$ cat src/rtl/assert_macros.svh
// ----------------------------------------------------------------------------
// Assertion macros for the RTL
// Thin wrappers around concurrent assertions, clocked and reset-gated.
// ----------------------------------------------------------------------------
`ifndef ASSERT_MACROS_SVH
`define ASSERT_MACROS_SVH

// Same-cycle implication: when a holds, b must hold on the same edge.
`define ASSERT_IMPL(label, clk, rst_n, a, b) \
    label: assert property (@(posedge clk) disable iff (!(rst_n)) (a) |-> (b)) \
        else $error("assertion failed: same-cycle implication");

// Next-cycle implication: when a holds, b must hold on the following edge.
`define ASSERT_NEXT(label, clk, rst_n, a, b) \
    label: assert property (@(posedge clk) disable iff (!(rst_n)) (a) |=> (b)) \
        else $error("assertion failed: next-cycle implication");

`endif

$ cat src/rtl/csfv_pkg.sv
// ----------------------------------------------------------------------------
// csfv_pkg
// Types, constants and the CRC-8 helper of the sliding frame validator.
// ----------------------------------------------------------------------------
`default_nettype none

package csfv_pkg;

    localparam int unsigned WinHeld   = 3;       // bytes held ahead of the check byte
    localparam logic [7:0]  CrcPoly   = 8'h31;   // x^8 + x^5 + x^4 + 1, MSB first
    localparam logic [7:0]  CrcTopBit = 8'h80;

    typedef logic [1:0] t_fill;

    // Window contents plus the CRC over the three held bytes
    typedef struct packed {
        logic [7:0] b0;     // oldest
        logic [7:0] b1;
        logic [7:0] b2;     // newest
        logic [7:0] crc;
    } t_win;

    // One byte's worth of shifting through the CRC register (zero data in).
    // The CRC is linear with a zero seed, so crc(w0,w1,w2) is
    // T^3(w0) ^ T^2(w1) ^ T(w2) with T this function.
    function automatic logic [7:0] crc8_advance(input logic [7:0] x);
        logic [7:0] c;
        c = x;
        for (int k = 0; k < 8; k++) begin
            if ((c & CrcTopBit) != 8'h00) begin
                c = {c[6:0], 1'b0} ^ CrcPoly;
            end else begin
                c = {c[6:0], 1'b0};
            end
        end
        return c;
    endfunction

endpackage

`default_nettype wire

$ cat src/rtl/csfv_in_if.sv
// ----------------------------------------------------------------------------
// csfv_in_if
// Input channel: one received byte per item, valid/ready handshake.
// ----------------------------------------------------------------------------
`default_nettype none

interface csfv_in_if;
    logic       valid;
    logic       ready;
    logic [7:0] rx_byte;

    modport source (output valid, output rx_byte, input ready);
    modport sink   (input valid, input rx_byte, output ready);
endinterface

`default_nettype wire

$ cat src/rtl/csfv_out_if.sv
// ----------------------------------------------------------------------------
// csfv_out_if
// Result channel: frame status, frame bytes and counters per item.
// ----------------------------------------------------------------------------
`default_nettype none

interface csfv_out_if;
    logic        valid;
    logic        ready;
    logic        frame_ok;
    logic [7:0]  msg_id;
    logic [7:0]  command;
    logic [7:0]  param;
    logic [7:0]  frame_crc;
    logic        crc_fail;
    logic [31:0] bytes_seen;
    logic [31:0] frames_valid;
    logic [31:0] frames_discarded;

    modport source (
        output valid, output frame_ok, output msg_id, output command, output param,
        output frame_crc, output crc_fail, output bytes_seen, output frames_valid,
        output frames_discarded, input ready
    );
    modport sink (
        input valid, input frame_ok, input msg_id, input command, input param,
        input frame_crc, input crc_fail, input bytes_seen, input frames_valid,
        input frames_discarded, output ready
    );
endinterface

`default_nettype wire

$ cat src/rtl/csfv_window.sv
// ----------------------------------------------------------------------------
// csfv_window
// Three-byte shift window with per-slot CRC contributions kept alongside.
// ----------------------------------------------------------------------------
`default_nettype none

module csfv_window (
    input  wire logic          i_clk,
    input  wire logic          i_shift,
    input  wire logic [7:0]    i_byte,
    output csfv_pkg::t_win     o_win
);
    import csfv_pkg::*;

    // Bytes, oldest in slot 0
    logic [7:0] r_b0, r_b1, r_b2;
    // Contributions: r_p0 = T^3(b0), r_p1 = T^2(b1), r_p2 = T(b2)
    logic [7:0] r_p0, r_p1, r_p2;
    logic [7:0] n_p0, n_p1, n_p2;

    // each shift moves a byte one slot older, so one more T
    always_comb begin
        n_p0 = crc8_advance(r_p1);
        n_p1 = crc8_advance(r_p2);
        n_p2 = crc8_advance(i_byte);
    end

    always_ff @(posedge i_clk) begin
        if (i_shift) begin
            r_b0 <= r_b1;
            r_b1 <= r_b2;
            r_b2 <= i_byte;
            r_p0 <= n_p0;
            r_p1 <= n_p1;
            r_p2 <= n_p2;
        end
    end

    assign o_win.b0  = r_b0;
    assign o_win.b1  = r_b1;
    assign o_win.b2  = r_b2;
    assign o_win.crc = r_p0 ^ r_p1 ^ r_p2;

endmodule

`default_nettype wire

$ cat src/rtl/crc8_sliding_frame_validator.sv
// Each accepted byte's result is registered before it goes on the output.
// Throughput: one byte per cycle while no result is pending or o_out.ready is high;
// the CRC of the held window is ready from registered per-slot contributions, so the check is one compare.
// Reset (i_rst_n, synchronous, active low): window empty, all counters zero,
// no result pending. Window bytes themselves are not reset.
// ----------------------------------------------------------------------------
// crc8_sliding_frame_validator
// Gathers 4-byte frames (id, command, parameter, CRC-8 0x31) from a byte
// stream, slides by one byte on a CRC miss and keeps wrapping counters.
// ----------------------------------------------------------------------------
`default_nettype none

`include "assert_macros.svh"

module crc8_sliding_frame_validator (
    input  wire logic  i_clk,
    input  wire logic  i_rst_n,
    csfv_in_if.sink    i_in,
    csfv_out_if.source o_out
);
    import csfv_pkg::*;

    // ---- handshake --------------------------------------------------------
    // The result register is free when empty or being drained this cycle.
    logic r_out_valid;
    logic w_accept;

    assign i_in.ready = !r_out_valid || o_out.ready;
    assign w_accept   = i_in.valid && i_in.ready;

    // ---- window -----------------------------------------------------------
    t_fill r_fill, n_fill;
    t_win  w_win;
    logic  w_full;
    logic  w_match;
    logic  w_shift;

    assign w_full  = (r_fill == t_fill'(WinHeld));
    assign w_match = w_full && (w_win.crc == i_in.rx_byte);
    // Filling also shifts: slots below the fill count are don't-care, so
    // after three bytes the window is in order oldest-first anyway.
    assign w_shift = w_accept && !w_match;

    csfv_window u_window (
        .i_clk  (i_clk),
        .i_shift(w_shift),
        .i_byte (i_in.rx_byte),
        .o_win  (w_win)
    );

    always_comb begin
        n_fill = r_fill;
        if (!w_full) begin
            n_fill = r_fill + t_fill'(1);
        end else if (w_match) begin
            n_fill = '0;             // frame consumed, start over
        end
        // a miss on a full window keeps it full
    end

    // ---- counters (double as the result's counter fields) ------------------
    logic [31:0] r_bytes, r_valid_cnt, r_discard_cnt;

    always_ff @(posedge i_clk) begin
        if (!i_rst_n) begin
            r_fill        <= '0;
            r_bytes       <= '0;
            r_valid_cnt   <= '0;
            r_discard_cnt <= '0;
            r_out_valid   <= 1'b0;
        end else begin
            if (w_accept) begin
                r_fill  <= n_fill;
                r_bytes <= r_bytes + 32'd1;
                if (w_match) begin
                    r_valid_cnt <= r_valid_cnt + 32'd1;
                end
                if (w_full && !w_match) begin
                    r_discard_cnt <= r_discard_cnt + 32'd1;
                end
                r_out_valid <= 1'b1;
            end else if (o_out.ready) begin
                r_out_valid <= 1'b0;
            end
        end
    end

    // ---- result register ----------------------------------------------------
    logic       r_frame_ok, r_crc_fail;
    logic [7:0] r_msg_id, r_command, r_param, r_frame_crc;

    always_ff @(posedge i_clk) begin
        if (w_accept) begin
            r_frame_ok  <= w_match;
            r_crc_fail  <= w_full && !w_match;
            // frame bytes read as zero unless a frame was validated
            r_msg_id    <= w_match ? w_win.b0     : 8'h00;
            r_command   <= w_match ? w_win.b1     : 8'h00;
            r_param     <= w_match ? w_win.b2     : 8'h00;
            r_frame_crc <= w_match ? i_in.rx_byte : 8'h00;
        end
    end

    assign o_out.valid            = r_out_valid;
    assign o_out.frame_ok         = r_frame_ok;
    assign o_out.msg_id           = r_msg_id;
    assign o_out.command          = r_command;
    assign o_out.param            = r_param;
    assign o_out.frame_crc        = r_frame_crc;
    assign o_out.crc_fail         = r_crc_fail;
    assign o_out.bytes_seen       = r_bytes;
    assign o_out.frames_valid     = r_valid_cnt;
    assign o_out.frames_discarded = r_discard_cnt;

    // ---- checks -------------------------------------------------------------
    // a byte taken while the window fills gives neither a frame nor a miss
    `ASSERT_NEXT(a_fill_quiet, i_clk, i_rst_n, w_accept && !w_full,
                 r_out_valid && !o_out.frame_ok && !o_out.crc_fail)
    // a validated frame empties the window
    `ASSERT_NEXT(a_match_empties, i_clk, i_rst_n, w_accept && w_match,
                 r_fill == t_fill'(0) && o_out.frame_ok)
    // a miss keeps the window full and counts a discard
    `ASSERT_NEXT(a_miss_slides, i_clk, i_rst_n, w_accept && w_full && !w_match,
                 w_full && o_out.crc_fail && r_discard_cnt != $past(r_discard_cnt))

endmodule

`default_nettype wire
$ cat src/flat_wrapper.sv
// flat-port wrapper written by rule: the top's interface ports become plain ports
module crc8_sliding_frame_validator_flat import csfv_pkg::*;
  (i_clk, i_rst_n, i_in_valid, i_in_rx_byte, i_in_ready, o_out_valid, o_out_frame_ok, o_out_msg_id, o_out_command, o_out_param, o_out_frame_crc, o_out_crc_fail, o_out_bytes_seen, o_out_frames_valid, o_out_frames_discarded, o_out_ready);
  csfv_in_if i_in_i ();
  csfv_out_if o_out_i ();
  input  wire logic i_clk;
  input  wire logic i_rst_n;
  input wire logic [$bits(i_in_i.valid)-1:0] i_in_valid;
  input wire logic [$bits(i_in_i.rx_byte)-1:0] i_in_rx_byte;
  output wire logic [$bits(i_in_i.ready)-1:0] i_in_ready;
  output wire logic [$bits(o_out_i.valid)-1:0] o_out_valid;
  output wire logic [$bits(o_out_i.frame_ok)-1:0] o_out_frame_ok;
  output wire logic [$bits(o_out_i.msg_id)-1:0] o_out_msg_id;
  output wire logic [$bits(o_out_i.command)-1:0] o_out_command;
  output wire logic [$bits(o_out_i.param)-1:0] o_out_param;
  output wire logic [$bits(o_out_i.frame_crc)-1:0] o_out_frame_crc;
  output wire logic [$bits(o_out_i.crc_fail)-1:0] o_out_crc_fail;
  output wire logic [$bits(o_out_i.bytes_seen)-1:0] o_out_bytes_seen;
  output wire logic [$bits(o_out_i.frames_valid)-1:0] o_out_frames_valid;
  output wire logic [$bits(o_out_i.frames_discarded)-1:0] o_out_frames_discarded;
  input wire logic [$bits(o_out_i.ready)-1:0] o_out_ready;
  assign i_in_i.valid = i_in_valid;
  assign i_in_i.rx_byte = i_in_rx_byte;
  assign i_in_ready = i_in_i.ready;
  assign o_out_valid = o_out_i.valid;
  assign o_out_frame_ok = o_out_i.frame_ok;
  assign o_out_msg_id = o_out_i.msg_id;
  assign o_out_command = o_out_i.command;
  assign o_out_param = o_out_i.param;
  assign o_out_frame_crc = o_out_i.frame_crc;
  assign o_out_crc_fail = o_out_i.crc_fail;
  assign o_out_bytes_seen = o_out_i.bytes_seen;
  assign o_out_frames_valid = o_out_i.frames_valid;
  assign o_out_frames_discarded = o_out_i.frames_discarded;
  assign o_out_i.ready = o_out_ready;
  crc8_sliding_frame_validator u_core (.i_clk(i_clk), .i_rst_n(i_rst_n), .i_in(i_in_i), .o_out(o_out_i));
endmodule
$ cat config.mk
export PLATFORM = sky130hd
export DESIGN_NAME = crc8_sliding_frame_validator_flat
export DESIGN_NICKNAME = d
export VERILOG_FILES = /design/src/rtl/csfv_pkg.sv /design/src/rtl/csfv_in_if.sv /design/src/rtl/csfv_out_if.sv /design/src/rtl/csfv_window.sv /design/src/rtl/crc8_sliding_frame_validator.sv /design/src/flat_wrapper.sv
export VERILOG_INCLUDE_DIRS = /design/src /design/src/rtl
export SDC_FILE = /design/constraint.sdc
export NUM_CORES = 1
export LEC_CHECK = 0
export BUFFER_PORTS_ARGS = -buffer_cell sky130_fd_sc_hd__clkbuf_2
export CORE_AREA = 3 3 174 176
export CTS_CLUSTER_DIAMETER = 60
export DETAILED_ROUTE_END_ITERATION = 12
export DIE_AREA = 0 0 177 179
export HOLD_SLACK_MARGIN = 0.1
export MAX_ROUTING_LAYER = met4
export PLACE_DENSITY_LB_ADDON = 0.08
export SYNTH_ARGS = -nofsm -noshare
export SYNTH_HDL_FRONTEND = slang
export SYNTH_SLANG_ARGS = --single-unit
$ cat constraint.sdc
create_clock -name i_clk -period 4.35 [get_ports i_clk]
set_clock_uncertainty 0.1 [all_clocks]
set_input_delay 1.0875 -clock i_clk [delete_from_list [all_inputs] [get_ports i_clk]]
set_output_delay 1.0875 -clock i_clk [all_outputs]
set_load 0.01 [all_outputs]
==> flow_summary.toml <==
[status]
status = "finished, final reports clean"

[sta]
fin_crit_sh = 0.6647
fmax_mhz = 345.8
hold_ws_ns = 0.3390
rsz0062_at_grt = "no"
finalHoldViolations = 0
drv_slew = 0
timing.setup.tns_ns = 0
finalCriticalPeriod_ns = 2.892
slew_headroom = 0.5431
setup_violations = 0
tightest_slew_ns = 0.6796

[pwr]
power_density_nw_per_um2 = 408.0
p_switching_uw = 1295
p_int_uw = 2922
switching_share = 0.3070
p_leak_uw = 0.003784
seqPwrFrac = 0.470
p_comb_frac = 0.163
ir_worst_vdd_mv = 0.2550
clkPwrFrac = 0.368

[hold_path]
hp-class = "flop to flop"

[yosys]
syn_inst = 833
yosysUniqueCellTypes = 47
syn_area_per_cell_um2 = 10.36
ys_warn_count = 0
syn_area_um2 = 8630
ys_ff_latch = 181
synth_flop_cell = "dfxtp_1"
synth_edf_count = 82
seq_area_frac_synth = 0.5150
syn_nets = 849
synthArstFlopShare = 0

[cts]
cts.clk_slew.worst_paths_ns = 0.08
cts_hold_buf = 0
cts_max_level = 4
cts_buffer_depth = 2
cts.root.buffer_cell = "clkbuf_16"
cts_num_sinks = 181
cts_made_buffers = 17
cts_tree = "done"
ctsResizeCount = 0
postCtsSetupBuffers = 0
insertion_delay_ns = 0.43

[detailed_routing]
via_per_inst = 4.790
drt-total-wl_um = 22370
drt_iter0_drc = 423
ant_nets = 0
route.detailed.drc = 0
wl_per_cell_um = 16.50
drtPass1Iterations = 4
num_vias = 6495

[worst_setup_path]
crit_top_cell = "clkbuf_2"
end_kind = "output pin"
max_stage_delay_ns = 0.20
crit_buf_inv = 3
required_ns = 3.16
crit_family = "buffers and inverters"
cpMaxStageDelayCell = "nor2b_4"
path_cells = "clkbuf_2, nor2b_4, inv_1, clkbuf_2"
cp.arrival_ns = 1.70
crit_path_max_fanout = 6
critPathLaunchType = "primary input"
crit_type = "primary input to output pin"

[placed_design]
gp_congestion = 0.7335
place_hpwl_um = 15380
place_area_um2 = 9744
portBuffers = 143

[floorplanning]
die-height_um = 179
initial_utilization = 0.2998
core_area_um2 = 28780
dieArea_um2 = 31680
rows = 62
die_width_um = 177
io_pins = 144

[finish]
seqCellArea_um2 = 4444
utilization = 0.3591
final_nets = 975
multi_input_area_um2 = 3951
fillers = 2946
antenna_cells = 0
final_common_cell = "clkbuf_2"
final_area_um2 = 10340
syn_to_final_growth_pct = 19.78
drive_above_1_share = 0.2109
layout_common_cells = "clkbuf_2, dfxtp_1, nand2_1, edfxtp_1, nand2b_1"

[global_routing]
overflow = 0
antenna_found_initial = 0
grt_usage = 0.1464
grt_pass1_wl_um = 35760
grt_max_degree = 59
grt_pass1_vias = 6200

[run]
maxCapViolations = 0
[kinds of logic (layout without fill, tap and decap cells)]
logic type | count (synthesis) | count (layout) | synth area share
multiplexers | 53 | 53 | 0.06148
AO/OA/AOI/OAI | 90 | 90 | 0.07032
buffers and inverters | 62 | 201 | 0.02871
flip-flops | 181 | 181 | 0.5150
AND/OR/NAND/NOR | 367 | 367 | 0.2407
adder cells (fa/ha/maj) | 4 | 4 | 0.005800
XOR/XNOR | 76 | 76 | 0.07801
[path summary, 6_finish.rpt]
check,cells past startpoint,slack (ns),to,startpoint
worst max-delay path,4,1.46,i_in_ready,o_out_ready
worst min-delay path,0,0.34,u_core.u_window.r_b0[2],u_core.u_window.r_b1[2]
worst max register to register,6,1.51,u_core.o_out.frames_valid[10],u_core.r_fill[0]
worst min register to register,0,0.34,u_core.u_window.r_b0[2],u_core.u_window.r_b1[2]
[stage by stage]
stage	cells	total power, uW	worst slack (ns)
6_report	1356	4217	1.458
5_1_grt	1356	4439	1.238
4_1_cts	1356	4299	1.433
3_5_place_dp	1324	2721	1.187
3_3_place_gp	1324	2724	1.204
2_1_floorplan	833	2528	0.7499
[synth_stat cells, types with 2 or more instances]
library cell,n,area [um2]
a2111oi_2,3,45.04
a211o_1,3,26.28
a211oi_1,4,30.03
a21oi_1,34,170.2
a31oi_1,2,12.51
and2_1,38,237.7
and3_1,15,93.84
and4_1,15,131.4
buf_1,3,11.26
buf_2,12,60.06
clkbuf_1,35,131.4
dfxtp_1,99,1982
edfxtp_1,82,2462
ha_1,4,50.05
inv_1,10,37.54
mux2i_1,53,530.5
nand2_1,84,315.3
nand2b_1,59,369.1
nand3_1,33,165.2
nand4_1,36,225.2
nand4_2,2,25.02
nor2_1,25,93.84
nor3_1,12,60.06
nor4_1,18,112.6
nor4_2,2,25.02
o2111ai_1,6,52.55
o21ai_0,15,75.07
o311ai_0,8,70.07
o31ai_1,4,30.03
o41ai_1,9,78.83
or3_1,16,100.1
or4_1,4,30.03
xnor2_1,56,490.5
xor2_1,19,166.4
[state kept, by name, indices dropped and copies added, names as in the netlist]
signal,count
u_core.u_window.r_p0,8
u_core.o_out.frame_crc,8
u_core.o_out.msg_id,8
u_core.o_out.command,8
u_core.o_out.valid,1
u_core.o_out.bytes_seen,32
u_core.o_out.frames_discarded,32
u_core.o_out.param,8
u_core.o_out.frames_valid,32
u_core.r_fill,2
u_core.u_window.r_b2,8
u_core.u_window.r_p1,8
u_core.u_window.r_p2,8
u_core.o_out.frame_ok,1
u_core.u_window.r_b0,8
u_core.u_window.r_b1,8
u_core.o_out.crc_fail,1
[power by group through the flow]
| stage | Clock (uW) | Sequential, uW | Combinational (uW) |
|---|---|---|---|
| after floorplan | 0 | 2010 | 514 |
| after global placement | 0 | 2020 | 701 |
| after detailed placement | 0 | 2020 | 699 |
| after CTS | 1610 | 1980 | 703 |
| after global routing | 1680 | 1990 | 768 |
| final | 1550 | 1980 | 686 |
[area by class of cell]
cell class / count / share of cell area
clock buffer: 17 / 0.04116
clock inverter: 15 / 0.01610
inverter: 12 / 0.004358
multi-input combinational: 590 / 0.3823
sequential: 181 / 0.4300
tap: 384 / 0.04648
timing repair buffer: 157 / 0.07965
[routing by layer]
metal  global-route usage  up-vias  wire [um]
met3              0.02795       14        815
met4              0.03437        0        266
met1               0.1986     3076      10840
li1                     -     3280          -
met2               0.2276      125      10450
met5                    -        -          0
Note: power is estimated with default switching activity, not from simulation.
